[config.mk]
export PLATFORM = sky130hd
export DESIGN_NAME = timeout_bank_led_blinker_flat
export DESIGN_NICKNAME = d
export VERILOG_FILES = /design/src/hw/rtl/tmb_pkg.sv /design/src/hw/rtl/tmb_ifs.sv /design/src/hw/rtl/timeout_bank_led_blinker.sv /design/src/hw/rtl/tmb_timers.sv /design/src/hw/rtl/tmb_leds.sv /design/src/flat_wrapper.sv
export VERILOG_INCLUDE_DIRS = /design/src /design/src/hw/rtl
export SDC_FILE = /design/constraint.sdc
export NUM_CORES = 1
export LEC_CHECK = 0
export ABC_AREA = 1
export BUFFER_PORTS_ARGS = -buffer_cell sky130_fd_sc_hd__buf_4
export CORE_ASPECT_RATIO = 2
export CORE_UTILIZATION = 50
export CTS_BUF_LIST = sky130_fd_sc_hd__clkbuf_8
export CTS_CLUSTER_DIAMETER = 60
export DETAILED_ROUTE_END_ITERATION = 7
export GPL_TIMING_DRIVEN = 0
export PLACE_DENSITY = 0.76
export SLEW_MARGIN = 5
export SYNTH_ARGS = -nofsm -noshare
export SYNTH_HDL_FRONTEND = slang
export SYNTH_SLANG_ARGS = --single-unit
[constraint.sdc]
create_clock -name clk -period 1.8 [get_ports clk]
set_clock_uncertainty 0.2 [all_clocks]
set_input_delay 0.18 -clock clk [delete_from_list [all_inputs] [get_ports clk]]
set_output_delay 0.18 -clock clk [all_outputs]
set_load 0.05 [all_outputs]
[src/hw/rtl/timeout_bank_led_blinker_assert.svh]
// assertion macros for the timeout bank and led blinker
// used by the top level; takes the clock and the active-low reset as arguments
`ifndef TIMEOUT_BANK_LED_BLINKER_ASSERT_SVH
`define TIMEOUT_BANK_LED_BLINKER_ASSERT_SVH

// same-cycle implication, checked outside reset
`define TMB_ASSERT_NOW(lbl, clk, rst_n, ante, cons) \
	lbl: assert property (@(posedge clk) disable iff (!rst_n) (ante) |-> (cons)) \
		else $error("timeout bank: same-cycle check failed");

// next-cycle implication, checked outside reset
`define TMB_ASSERT_NEXT(lbl, clk, rst_n, ante, cons) \
	lbl: assert property (@(posedge clk) disable iff (!rst_n) (ante) |=> (cons)) \
		else $error("timeout bank: next-cycle check failed");

`endif

[src/hw/rtl/tmb_pkg.sv]
// shared types and constants for the timeout bank and led blinker
// no dependencies; used by every other rtl file except the assertion header
`default_nettype none

package tmb_pkg;

	localparam int unsigned NUM_TIMERS = 4;
	localparam int unsigned CNT_W      = 16;
	localparam int unsigned NUM_LEDS   = 4;
	localparam int unsigned LED_W      = 2 * NUM_LEDS;

	typedef logic [CNT_W-1:0] count_t;

	// item modes
	localparam logic [1:0] MODE_TICK   = 2'd0;
	localparam logic [1:0] MODE_LOAD   = 2'd1;
	localparam logic [1:0] MODE_CANCEL = 2'd2;
	localparam logic [1:0] MODE_LEDS   = 2'd3;

	// timer indexes
	localparam logic [1:0] TMR_DELAY = 2'd0;
	localparam logic [1:0] TMR_FAN   = 2'd1;
	localparam logic [1:0] TMR_BLINK = 2'd2;
	localparam logic [1:0] TMR_PDOWN = 2'd3;

	// requested colors
	localparam logic [1:0] COLOR_OFF    = 2'd0;
	localparam logic [1:0] COLOR_GREEN  = 2'd1;
	localparam logic [1:0] COLOR_YELLOW = 2'd2;
	localparam logic [1:0] COLOR_RED    = 2'd3;

	// active-low led pairs, low bit green
	localparam logic [1:0] PAIR_OFF       = 2'b11;
	localparam logic [1:0] FP_GREEN       = 2'b10;
	localparam logic [1:0] FP_YELLOW      = 2'b00;
	localparam logic [1:0] FP_RED         = 2'b01;
	localparam logic [1:0] FAN_GREEN      = 2'b10;
	localparam logic [1:0] FAN_YELLOW     = 2'b01;

	localparam logic [LED_W-1:0] FP_BITS    = 8'h03;
	localparam logic [LED_W-1:0] OTHER_BITS = 8'hFC;

	// reset values
	localparam count_t           BLINK_PERIOD_RST = 16'd1000;
	localparam logic [LED_W-1:0] LED_RST          = 8'hFF;
	localparam logic [1:0]       SAVED_RST        = PAIR_OFF;

	// decoded strobes for one item, only high when the item is processed
	typedef struct packed {
		logic tick;
		logic load;
		logic cancel;
		logic set_leds;
	} step_ctl_t;

	typedef struct packed {
		logic [1:0] mode;
		logic [1:0] timer_select;
		count_t     load_value;
		logic [3:0] led_mask;
		logic [1:0] led_color;
		logic       blink_on;
	} item_t;

	typedef struct packed {
		logic [NUM_TIMERS-1:0] expired_flags;
		logic [LED_W-1:0]      led_register;
		logic                  led_write;
	} result_t;

endpackage

`default_nettype wire

[src/hw/rtl/tmb_ifs.sv]
// handshake channels of the timeout bank: item input, result output, config write
// depends on tmb_pkg for field widths
`default_nettype none

interface tmb_req_if;
	logic                 valid;
	logic                 ready;
	logic [1:0]           mode;
	logic [1:0]           timer_select;
	tmb_pkg::count_t      load_value;
	logic [3:0]           led_mask;
	logic [1:0]           led_color;
	logic                 blink_on;

	modport source (output valid, mode, timer_select, load_value, led_mask,
		led_color, blink_on, input ready);
	modport sink (input valid, mode, timer_select, load_value, led_mask,
		led_color, blink_on, output ready);
endinterface

interface tmb_rsp_if;
	logic                            valid;
	logic                            ready;
	logic [tmb_pkg::NUM_TIMERS-1:0]  expired_flags;
	logic [tmb_pkg::LED_W-1:0]       led_register;
	logic                            led_write;

	modport source (output valid, expired_flags, led_register, led_write, input ready);
	modport sink (input valid, expired_flags, led_register, led_write, output ready);
endinterface

interface tmb_cfg_if;
	logic            valid;
	logic            ready;
	tmb_pkg::count_t data;

	modport source (output valid, data, input ready);
	modport sink (input valid, data, output ready);
endinterface

`default_nettype wire

[src/hw/rtl/timeout_bank_led_blinker.sv]
// top level of the timeout bank and led blinker
// depends on tmb_pkg, tmb_ifs, tmb_timers, tmb_leds and the assertion header
//
// Usage:
// req carries one item per handshake: tick, load timer, cancel timer or set
// leds. rsp returns exactly one result per item: the four expiry flags, the
// active-low led register and led_write. cfg writes blink_period (ticks
// between blink toggles); write it only while no item is in flight.
// Flow: an accepted item waits in the input register; once the output
// register is empty or being read, its result is taken into it and
// rsp.valid rises. Throughput: one item per cycle while rsp takes results;
// the whole timer and led update is one short step between those registers.
// When rsp stalls, the output register holds its result and the input
// register still takes one more item; req.ready drops only while both are
// full. Reset clears all timers and flags, turns all leds off, clears blink
// enables and sets blink_period to 1000; both registers come up empty.
`default_nettype none

`include "timeout_bank_led_blinker_assert.svh"

module timeout_bank_led_blinker (
	input  wire logic  clk,
	input  wire logic  arst_n,
	tmb_req_if.sink    req,
	tmb_rsp_if.source  rsp,
	tmb_cfg_if.sink    cfg
);

	tmb_pkg::item_t                 item_s1;
	logic                           valid_s1;
	tmb_pkg::result_t               res_q;
	logic                           rsp_valid_q;
	tmb_pkg::count_t                period_q;
	logic                           advance;
	tmb_pkg::step_ctl_t             step;
	logic                           blink_expire;
	logic                           any_blink;
	logic [tmb_pkg::NUM_TIMERS-1:0] expired_next;
	logic [tmb_pkg::LED_W-1:0]      led_next;

	// handshake control
	assign advance   = valid_s1 && (!rsp_valid_q || rsp.ready);
	assign req.ready = !valid_s1 || advance;
	assign cfg.ready = 1'b1;

	// config register
	always_ff @(posedge clk or negedge arst_n) begin
		if (!arst_n) begin
			period_q <= tmb_pkg::BLINK_PERIOD_RST;
		end else if (cfg.valid && cfg.ready) begin
			period_q <= cfg.data;
		end
	end

	// input register
	always_ff @(posedge clk or negedge arst_n) begin
		if (!arst_n) begin
			valid_s1 <= 1'b0;
		end else if (req.ready) begin
			valid_s1 <= req.valid;
		end
	end

	always_ff @(posedge clk) begin
		if (req.valid && req.ready) begin
			item_s1 <= '{mode: req.mode, timer_select: req.timer_select,
				load_value: req.load_value, led_mask: req.led_mask,
				led_color: req.led_color, blink_on: req.blink_on};
		end
	end

	// decode the held item, only when it moves on
	assign step.tick     = advance && (item_s1.mode == tmb_pkg::MODE_TICK);
	assign step.load     = advance && (item_s1.mode == tmb_pkg::MODE_LOAD);
	assign step.cancel   = advance && (item_s1.mode == tmb_pkg::MODE_CANCEL);
	assign step.set_leds = advance && (item_s1.mode == tmb_pkg::MODE_LEDS);

	tmb_timers u_timers (
		.clk          (clk),
		.arst_n       (arst_n),
		.step         (step),
		.timer_select (item_s1.timer_select),
		.load_value   (item_s1.load_value),
		.period       (period_q),
		.any_blink    (any_blink),
		.blink_expire (blink_expire),
		.expired_next (expired_next)
	);

	tmb_leds u_leds (
		.clk          (clk),
		.arst_n       (arst_n),
		.step         (step),
		.led_mask     (item_s1.led_mask),
		.led_color    (item_s1.led_color),
		.blink_on     (item_s1.blink_on),
		.blink_expire (blink_expire),
		.any_blink    (any_blink),
		.led_next     (led_next)
	);

	// output register
	always_ff @(posedge clk or negedge arst_n) begin
		if (!arst_n) begin
			rsp_valid_q <= 1'b0;
		end else if (advance) begin
			rsp_valid_q <= 1'b1;
		end else if (rsp.ready) begin
			rsp_valid_q <= 1'b0;
		end
	end

	always_ff @(posedge clk) begin
		if (advance) begin
			res_q <= '{expired_flags: expired_next, led_register: led_next,
				led_write: step.set_leds || blink_expire};
		end
	end

	assign rsp.valid         = rsp_valid_q;
	assign rsp.expired_flags = res_q.expired_flags;
	assign rsp.led_register  = res_q.led_register;
	assign rsp.led_write     = res_q.led_write;

	// checks
	`TMB_ASSERT_NOW(a_blink_flag_never_set, clk, arst_n, rsp.valid, !rsp.expired_flags[tmb_pkg::TMR_BLINK])
	`TMB_ASSERT_NEXT(a_held_item_kept, clk, arst_n, valid_s1 && !advance, valid_s1)
	`TMB_ASSERT_NEXT(a_no_write_on_timer_cmd, clk, arst_n, step.load || step.cancel, !res_q.led_write)

endmodule

`default_nettype wire

[src/hw/rtl/tmb_timers.sv]
// bank of four countdown timers with expiry flags
// depends on tmb_pkg; driven by the top level, paired with tmb_leds
`default_nettype none

module tmb_timers (
	input  wire logic                           clk,
	input  wire logic                           arst_n,
	input  wire tmb_pkg::step_ctl_t             step,
	input  wire logic [1:0]                     timer_select,
	input  wire tmb_pkg::count_t                load_value,
	input  wire tmb_pkg::count_t                period,
	input  wire logic                           any_blink,
	output      logic                           blink_expire,
	output      logic [tmb_pkg::NUM_TIMERS-1:0] expired_next
);

	tmb_pkg::count_t                cnt_q [tmb_pkg::NUM_TIMERS];
	tmb_pkg::count_t                cnt_d [tmb_pkg::NUM_TIMERS];
	logic [tmb_pkg::NUM_TIMERS-1:0] exp_q;
	logic [tmb_pkg::NUM_TIMERS-1:0] exp_d;

	// next timer state for the item being processed
	always_comb begin
		cnt_d        = cnt_q;
		exp_d        = exp_q;
		blink_expire = 1'b0;
		if (step.tick) begin
			for (int i = 0; i < tmb_pkg::NUM_TIMERS; i++) begin
				if (cnt_q[i] != '0) begin
					cnt_d[i] = cnt_q[i] - tmb_pkg::count_t'(1);
					if (cnt_q[i] == tmb_pkg::count_t'(1)) begin
						// blink timer reloads instead of flagging
						if (i == int'(tmb_pkg::TMR_BLINK)) begin
							blink_expire = 1'b1;
							cnt_d[i]     = period;
							exp_d[i]     = 1'b0;
						end else begin
							exp_d[i] = 1'b1;
						end
					end
				end
			end
		end
		if (step.load) begin
			cnt_d[timer_select] = load_value;
			exp_d[timer_select] = 1'b0;
		end
		if (step.cancel) begin
			cnt_d[timer_select] = '0;
			exp_d[timer_select] = 1'b0;
		end
		// set-leds restarts or stops the blink timer
		if (step.set_leds) begin
			cnt_d[tmb_pkg::TMR_BLINK] = any_blink ? period : '0;
			exp_d[tmb_pkg::TMR_BLINK] = 1'b0;
		end
	end

	assign expired_next = exp_d;

	// timer state registers
	always_ff @(posedge clk or negedge arst_n) begin
		if (!arst_n) begin
			for (int i = 0; i < tmb_pkg::NUM_TIMERS; i++) begin
				cnt_q[i] <= '0;
			end
			exp_q <= '0;
		end else begin
			cnt_q <= cnt_d;
			exp_q <= exp_d;
		end
	end

endmodule

`default_nettype wire

[src/hw/rtl/tmb_leds.sv]
// led register with per-led blink enables and front panel saved color
// depends on tmb_pkg; takes the blink expiry strobe from tmb_timers
`default_nettype none

module tmb_leds (
	input  wire logic                      clk,
	input  wire logic                      arst_n,
	input  wire tmb_pkg::step_ctl_t        step,
	input  wire logic [3:0]                led_mask,
	input  wire logic [1:0]                led_color,
	input  wire logic                      blink_on,
	input  wire logic                      blink_expire,
	output      logic                      any_blink,
	output      logic [tmb_pkg::LED_W-1:0] led_next
);

	logic [tmb_pkg::LED_W-1:0]    led_q;
	logic [tmb_pkg::LED_W-1:0]    led_d;
	logic [tmb_pkg::NUM_LEDS-1:0] en_q;
	logic [tmb_pkg::NUM_LEDS-1:0] en_d;
	logic [1:0]                   sav_q;
	logic [1:0]                   sav_d;
	logic                         turn_off;

	assign turn_off = (led_color == tmb_pkg::COLOR_OFF) && !blink_on;

	// blink enables after a set-leds item
	always_comb begin
		en_d = en_q;
		if (step.set_leds) begin
			for (int i = 0; i < tmb_pkg::NUM_LEDS; i++) begin
				if (led_mask[i]) begin
					en_d[i] = blink_on;
				end
			end
		end
	end

	assign any_blink = (en_d != '0);

	// led bits and saved front panel color
	always_comb begin
		led_d = led_q;
		sav_d = sav_q;
		if (step.set_leds) begin
			// front panel, three colors
			if (led_mask[0]) begin
				if (turn_off) begin
					led_d[1:0] = tmb_pkg::PAIR_OFF;
				end else begin
					case (led_color)
						tmb_pkg::COLOR_GREEN:  led_d[1:0] = tmb_pkg::FP_GREEN;
						tmb_pkg::COLOR_YELLOW: led_d[1:0] = tmb_pkg::FP_YELLOW;
						tmb_pkg::COLOR_RED:    led_d[1:0] = tmb_pkg::FP_RED;
						default:               led_d[1:0] = led_q[1:0];
					endcase
				end
				sav_d = led_d[1:0];
			end
			// fan leds, red leaves them alone
			for (int i = 1; i < tmb_pkg::NUM_LEDS; i++) begin
				if (led_mask[i]) begin
					if (turn_off) begin
						led_d[2*i +: 2] = tmb_pkg::PAIR_OFF;
					end else begin
						case (led_color)
							tmb_pkg::COLOR_GREEN:  led_d[2*i +: 2] = tmb_pkg::FAN_GREEN;
							tmb_pkg::COLOR_YELLOW: led_d[2*i +: 2] = tmb_pkg::FAN_YELLOW;
							default:               led_d[2*i +: 2] = led_q[2*i +: 2];
						endcase
					end
				end
			end
		end
		// blink toggle on blink timer expiry
		if (blink_expire) begin
			if (en_q[0]) begin
				if ((led_q & tmb_pkg::FP_BITS) == {6'd0, sav_q}) begin
					led_d = led_q | tmb_pkg::FP_BITS;
				end else begin
					led_d = (led_q & tmb_pkg::OTHER_BITS) | {6'd0, sav_q};
				end
			end
			for (int i = 1; i < tmb_pkg::NUM_LEDS; i++) begin
				if (en_q[i]) begin
					led_d[2*i]     = 1'b1;
					led_d[2*i + 1] = ~led_q[2*i + 1];
				end
			end
		end
	end

	assign led_next = led_d;

	// led state registers
	always_ff @(posedge clk or negedge arst_n) begin
		if (!arst_n) begin
			led_q <= tmb_pkg::LED_RST;
			en_q  <= '0;
			sav_q <= tmb_pkg::SAVED_RST;
		end else begin
			led_q <= led_d;
			en_q  <= en_d;
			sav_q <= sav_d;
		end
	end

endmodule

`default_nettype wire

[src/flat_wrapper.sv]
// flat-port wrapper written by rule: the top's interface ports become plain ports
module timeout_bank_led_blinker_flat 
  (clk, arst_n, req_valid, req_mode, req_timer_select, req_load_value, req_led_mask, req_led_color, req_blink_on, req_ready, rsp_valid, rsp_expired_flags, rsp_led_register, rsp_led_write, rsp_ready, cfg_valid, cfg_data, cfg_ready);
  tmb_req_if req_i ();
  tmb_rsp_if rsp_i ();
  tmb_cfg_if cfg_i ();
  input  wire logic clk;
  input  wire logic arst_n;
  input wire logic [$bits(req_i.valid)-1:0] req_valid;
  input wire logic [$bits(req_i.mode)-1:0] req_mode;
  input wire logic [$bits(req_i.timer_select)-1:0] req_timer_select;
  input wire logic [$bits(req_i.load_value)-1:0] req_load_value;
  input wire logic [$bits(req_i.led_mask)-1:0] req_led_mask;
  input wire logic [$bits(req_i.led_color)-1:0] req_led_color;
  input wire logic [$bits(req_i.blink_on)-1:0] req_blink_on;
  output wire logic [$bits(req_i.ready)-1:0] req_ready;
  output wire logic [$bits(rsp_i.valid)-1:0] rsp_valid;
  output wire logic [$bits(rsp_i.expired_flags)-1:0] rsp_expired_flags;
  output wire logic [$bits(rsp_i.led_register)-1:0] rsp_led_register;
  output wire logic [$bits(rsp_i.led_write)-1:0] rsp_led_write;
  input wire logic [$bits(rsp_i.ready)-1:0] rsp_ready;
  input wire logic [$bits(cfg_i.valid)-1:0] cfg_valid;
  input wire logic [$bits(cfg_i.data)-1:0] cfg_data;
  output wire logic [$bits(cfg_i.ready)-1:0] cfg_ready;
  assign req_i.valid = req_valid;
  assign req_i.mode = req_mode;
  assign req_i.timer_select = req_timer_select;
  assign req_i.load_value = req_load_value;
  assign req_i.led_mask = req_led_mask;
  assign req_i.led_color = req_led_color;
  assign req_i.blink_on = req_blink_on;
  assign req_ready = req_i.ready;
  assign rsp_valid = rsp_i.valid;
  assign rsp_expired_flags = rsp_i.expired_flags;
  assign rsp_led_register = rsp_i.led_register;
  assign rsp_led_write = rsp_i.led_write;
  assign rsp_i.ready = rsp_ready;
  assign cfg_i.valid = cfg_valid;
  assign cfg_i.data = cfg_data;
  assign cfg_ready = cfg_i.ready;
  timeout_bank_led_blinker u_core (.clk(clk), .arst_n(arst_n), .req(req_i), .rsp(rsp_i), .cfg(cfg_i));
endmodule
==> results of run 1 <==
-- synth_stat cells (all sizes together) (2+ instances only) --
library cell	number	share of area
buf	11	0.010
a21oi	54	0.036
edfxtp	40	0.16
nor2	106	0.058
nand3b	2	0.0020
nand3	69	0.048
inv	125	0.062
nand2	178	0.093
or2	7	0.0057
ha	14	0.023
dfrtp	84	0.28
o21bai	2	0.0020
clkbuf	14	0.0082
nor3	7	0.0046
nand4	12	0.0099
mux2	10	0.015
dfstp	16	0.055
xor2	13	0.015
o21ai	107	0.071
o211ai	27	0.027
xnor2	3	0.0035
a31oi	11	0.0090
-- metrics by stage --
step                utilization  worst slack [ns]  TNS (ns)
CTS                       0.729            -0.236     -9.70
global placement          0.576            -0.570    -31.99
floorplan                     -            -0.197    -11.96
detailed placement        0.576            -0.582    -34.28
-- routing by layer --
metal / global-route usage / GRT overflow
met1: 0.560 / 0
met3: 0.346 / 0
met5: 0.143 / 0
met4: 0.524 / 0
met2: 0.764 / 1
-- kinds of logic after synthesis --
group / share of synthesized area
simple gates: 0.223
compound gates: 0.152
xor+xnor: 0.0184
fa+ha+maj: 0.0230
buf+inv: 0.0798
mux: 0.0148
other cells: 0.000492
flops: 0.489
-- what timing repair did --
item | 4_1_cts
pin swaps | 41
resized for setup | 195
gates cloned | 9
setup buffers | 74
setup endpoints to repair | 116
endpoints found under the hold margin | 129
hold buffers | 51
==> flow_summary.ini, run 1 <==
[clocking]
cts_buffers = 17
htree_levels = 4
clockBufferDepth = 2
cts_sinks = 140
root_buffer = clkbuf_8

[yosys]
synth-edff-count = 40
syn_avg_cell_area_sq_um = 8.26
async_flop_share = 0.714
seq_area_frac_synth = 0.489
syn_area_sq_um = 7620
ys_ff_latch = 140
netlist_instances = 922
yosys_warnings = 0
synthFlopType = dfrtp_1
synthDistinctLibCells = 46
synth_nets = 984

[floorplan]
std_cell_rows = 63
start_util = 0.514
chipHeight_um = 177
io_pins = 64
die_w_um = 89.3

[outcome]
haltStage = global routing (5_1_grt)
status = stopped before the end
stop_error = [ERROR GRT-0232] Routing congestion too high. Check the congestion heatmap in the GUI.

[global_routing]
track_usage = 0.561
grt-ovfl-total = 1
grt_start_max_net_pins = 101

[placed_design]
dp.cells = 1179
place_congestion = 0.983
io_buffers = 62
dp_hpwl_mm = 16.1
placed_cell_area_sq_um = 8530

[timing]
worstEndpointType = sequential cell input
worst_endpoint = u_core.u_timers.cnt_q[17]$_DFF_PN0_/D
==> run 2: changes to the inputs <==
Settings changed: CORE_ASPECT_RATIO 2 to default, CORE_UTILIZATION 50 to 35, CTS_BUF_LIST sky130_fd_sc_hd__clkbuf_8 to default, CTS_CLUSTER_DIAMETER 60 to default, PLACE_DENSITY 0.76 to default, PLACE_DENSITY_LB_ADDON from default to 0.15.
Clock period 1.8 ns to 2.34 ns, I/O delays scaled along.
==> run 2 against run 1 <==
  * The run now ends clean
  * Area after synthesis is the same
  * Synthesized cell count is the same
==> flow_summary.ini, run 2 <==
[routing]
vias_per_cell = 5.03
num_vias = 6831
drt_iter0_drc = 441
first_pass_iters = 5
drc = 0
wire_per_inst_um = 16.3
wirelength_mm = 22.1
detail-route-antenna-nets = 0

[floorplan]
die_w_um = 150
coreArea_sq_um = 21200
io_pins = 64
start_util = 0.360
dieArea_sq_um = 22400
std_cell_rows = 53
chipHeight_um = 150

[yosys]
synth_nets = 984
synth_area_leaders = dfrtp_1, edfxtp_1, nand2_1
synth_top_area_frac = 0.276
synthDistinctLibCells = 46
seq_area_frac_synth = 0.489
ys_ff_latch = 140
netlist_instances = 922
yosys_warnings = 0
synth_most_common_cell = nand2_1
synthFlopType = dfrtp_1
syn_area_sq_um = 7620
ys_top_cells_by_count = nand2_1, inv_1, o21ai_0
synth-edff-count = 40
async_flop_share = 0.714
yosysTopAreaCell = dfrtp_1
syn_avg_cell_area_sq_um = 8.26

[pwr]
pwr-share-comb = 0.317
p_per_area_nw_per_um2 = 1010
p_clk_frac = 0.279
sequentialPowerShare = 0.404
finalPower_uw = 9930
ir_worst_vdd_mv = 0.516
p_int_uw = 6280
p_leak_uw = 0.00444
sw_frac_of_total = 0.368
switching_power_uw = 3650

[timing]
period_share = 0.967
max_clock_freq_mhz = 442
setup_violations = 0
rsz0062_at_grt = true
hold_viol = 0
worst_slew_pin_slew_ns = 1.00
timing.final.crit_period_ns = 2.26
slew_viol_final = 0
slew_headroom = 0.333
setup-tns-final_ns = 0

[worst_hold_path]
holdPathEnd = u_core.rsp.valid$_DFFE_PN0P_
worstHoldPathType = input port to flop
hold_depth = 5
holdCritStartpoint = rsp_ready

[worst_setup_path]
worstSetupPathType = flop to flop
r2r-start = u_core.rsp.valid$_DFFE_PN0P_
crit_top_cell = nor2_4
start_kind = flop
cp_max_fo = 6
crit_required_ns = 2.38
crit_chain = nand2_2 > nand2_8 > nor2_4 > clkinvlp_4 > a21oi_4 > nand2_4 > nor2_4 > nor2_1 > a31oi_1
cpLargestDelayFamily = simple AND/OR/NAND/NOR gates
crit_slowest_cell = dfrtp_1
critPathMaxStageDelay_ns = 0.41
cp.arrival_ns = 2.31
ff2ff_setup_slack_ns = 0.08
worst-path-buf-inv = 1
ff2ff_path_depth = 9
timing.rr.end = u_core.rsp.led_register[1]$_DFFE_PP_
crit_path_end_kind = flop

[global_routing]
track_usage = 0.208
antenna_found_initial = 0
grt_start_max_net_pins = 101
grt-ovfl-total = 0
grt_pass1_wl_mm = 34.8
grt_pass1_vias = 6509

[final_layout]
top_register = u_core.u_timers.cnt_q
largest_reg_flops = 64
antenna_cells = 0
layout_common_cells = nand2_1, inv_1, o21ai_0
layout_commonest_cell = nand2_1
final_net_count = 1133
reg.largest.list = u_core.u_timers.cnt_q x64, u_core.item_s1 x27, u_core.period_q x16
syn_to_final_growth_pct = 28.5
drive_above_1_share = 0.192

[placed_design]
place_congestion = 0.854
io_buffers = 62
dp_hpwl_mm = 15.0

[clocking]
cts_tree = done
cts_sinks = 140
htree_levels = 4
clockBufferDepth = 2
cts_buffers = 17
root_buffer = clkbuf_16
clk_latency_ns = 0.43
cts.clk_slew.worst_paths_ns = 0.06

[outcome]
status = finished, final reports clean

[run]
maxCapViolCount = 0
[run 2: worst register-to-register path: cells and delay by family, from the launching register on]
family,cells,cell delay [ns]
AOI/OAI and AO/OA,2,0.45
DFF,1,0.41
and+or+nand+nor,6,0.81
buffers and inverters,1,0.22
[run 2: per-layer routing]
layer | GRT usage | share of wire | wire length, um
met5 | 0 | 0 | 0
met4 | 0.0643 | 0.018 | 405
met3 | 0.0439 | 0.057 | 1270
met2 | 0.330 | 0.46 | 10200
met1 | 0.282 | 0.46 | 10200
[run 2: power by group through the flow]
| stage | Clock (uW) | Combinational [uW] | Sequential, uW |
|---|---|---|---|
| after floorplan | 0 | 2180 | 3990 |
| after global placement | 0 | 2940 | 4020 |
| after detailed placement | 0 | 2980 | 4010 |
| after CTS | 2820 | 3080 | 3990 |
| after global routing | 2930 | 3600 | 4100 |
| final | 2770 | 3150 | 4010 |
[run 2: metrics by stage]
stage / util / cells / hold WS (ns) / setup WS (ns) / area [sq um]
3_3_place_gp: 0.399 / 1259 / 0.213 / -0.408 / 8440
4_1_cts: 0.453 / 1343 / 0.0350 / -0.0358 / 9580
5_1_grt: 0.463 / 1359 / 0.0831 / -0.0544 / 9790
3_5_place_dp: 0.399 / 1259 / 0.213 / -0.414 / 8440
6_report: 0.463 / 1359 / 0.0547 / 0.0776 / 9790
2_1_floorplan: - / 922 / -0.262 / 0.0566 / 7630
[run 2: area by class of cell]
class | count | area [sq um]
Timing Repair Buffer | 130 | 1100
Clock inverter | 11 | 144
Fill cell | 2091 | 11400
Tap cell | 275 | 344
Buffer | 25 | 153
Sequential cell | 140 | 3720
Clock buffer | 21 | 450
Inverter | 125 | 488
Multi-Input combinational cell | 632 | 3390
[run 2: worst max path at each step]
stage                                      start                                    to  slack [ns]  depth (start not counted)
detailed placement  u_core.rsp.valid$_DFFE_PN0P_   u_core.u_timers.cnt_q[59]$_DFF_PN0_       -0.41                         10
CTS                 u_core.rsp.valid$_DFFE_PN0P_   u_core.u_timers.cnt_q[59]$_DFF_PN0_       -0.04                         10
floorplan           u_core.rsp.valid$_DFFE_PN0P_   u_core.u_timers.cnt_q[59]$_DFF_PN0_        0.06                         10
finish              u_core.rsp.valid$_DFFE_PN0P_  u_core.rsp.led_register[1]$_DFFE_PP_        0.08                          9
global placement    u_core.rsp.valid$_DFFE_PN0P_   u_core.u_timers.cnt_q[39]$_DFF_PN0_       -0.41                          9
global route        u_core.rsp.valid$_DFFE_PN0P_  u_core.rsp.led_register[3]$_DFFE_PP_       -0.05                          9
[run 2: kinds of logic (layout without fill, tap and decap cells)]
logic type | after synthesis | in the layout | synth area share
compound gates | 208 | 208 | 0.152
xor+xnor | 16 | 16 | 0.0184
fa+ha+maj | 14 | 14 | 0.0230
buf+inv | 150 | 312 | 0.0798
flops | 140 | 140 | 0.489
mux | 10 | 10 | 0.0148
other cells | 1 | 1 | 0.000492
simple gates | 383 | 383 | 0.223
[run 2: timing repair]
item / CTS / global route
hold buffers: 49 / 0
cloned: 0 / 0
gates resized for setup: 13 / 36
pin swaps: 2 / 9
buffers inserted: 3 / 16
endpoints found under the hold margin: 129 / 0
setup endpoints to repair: 70 / 69
(Power assumes the default switching activity.)
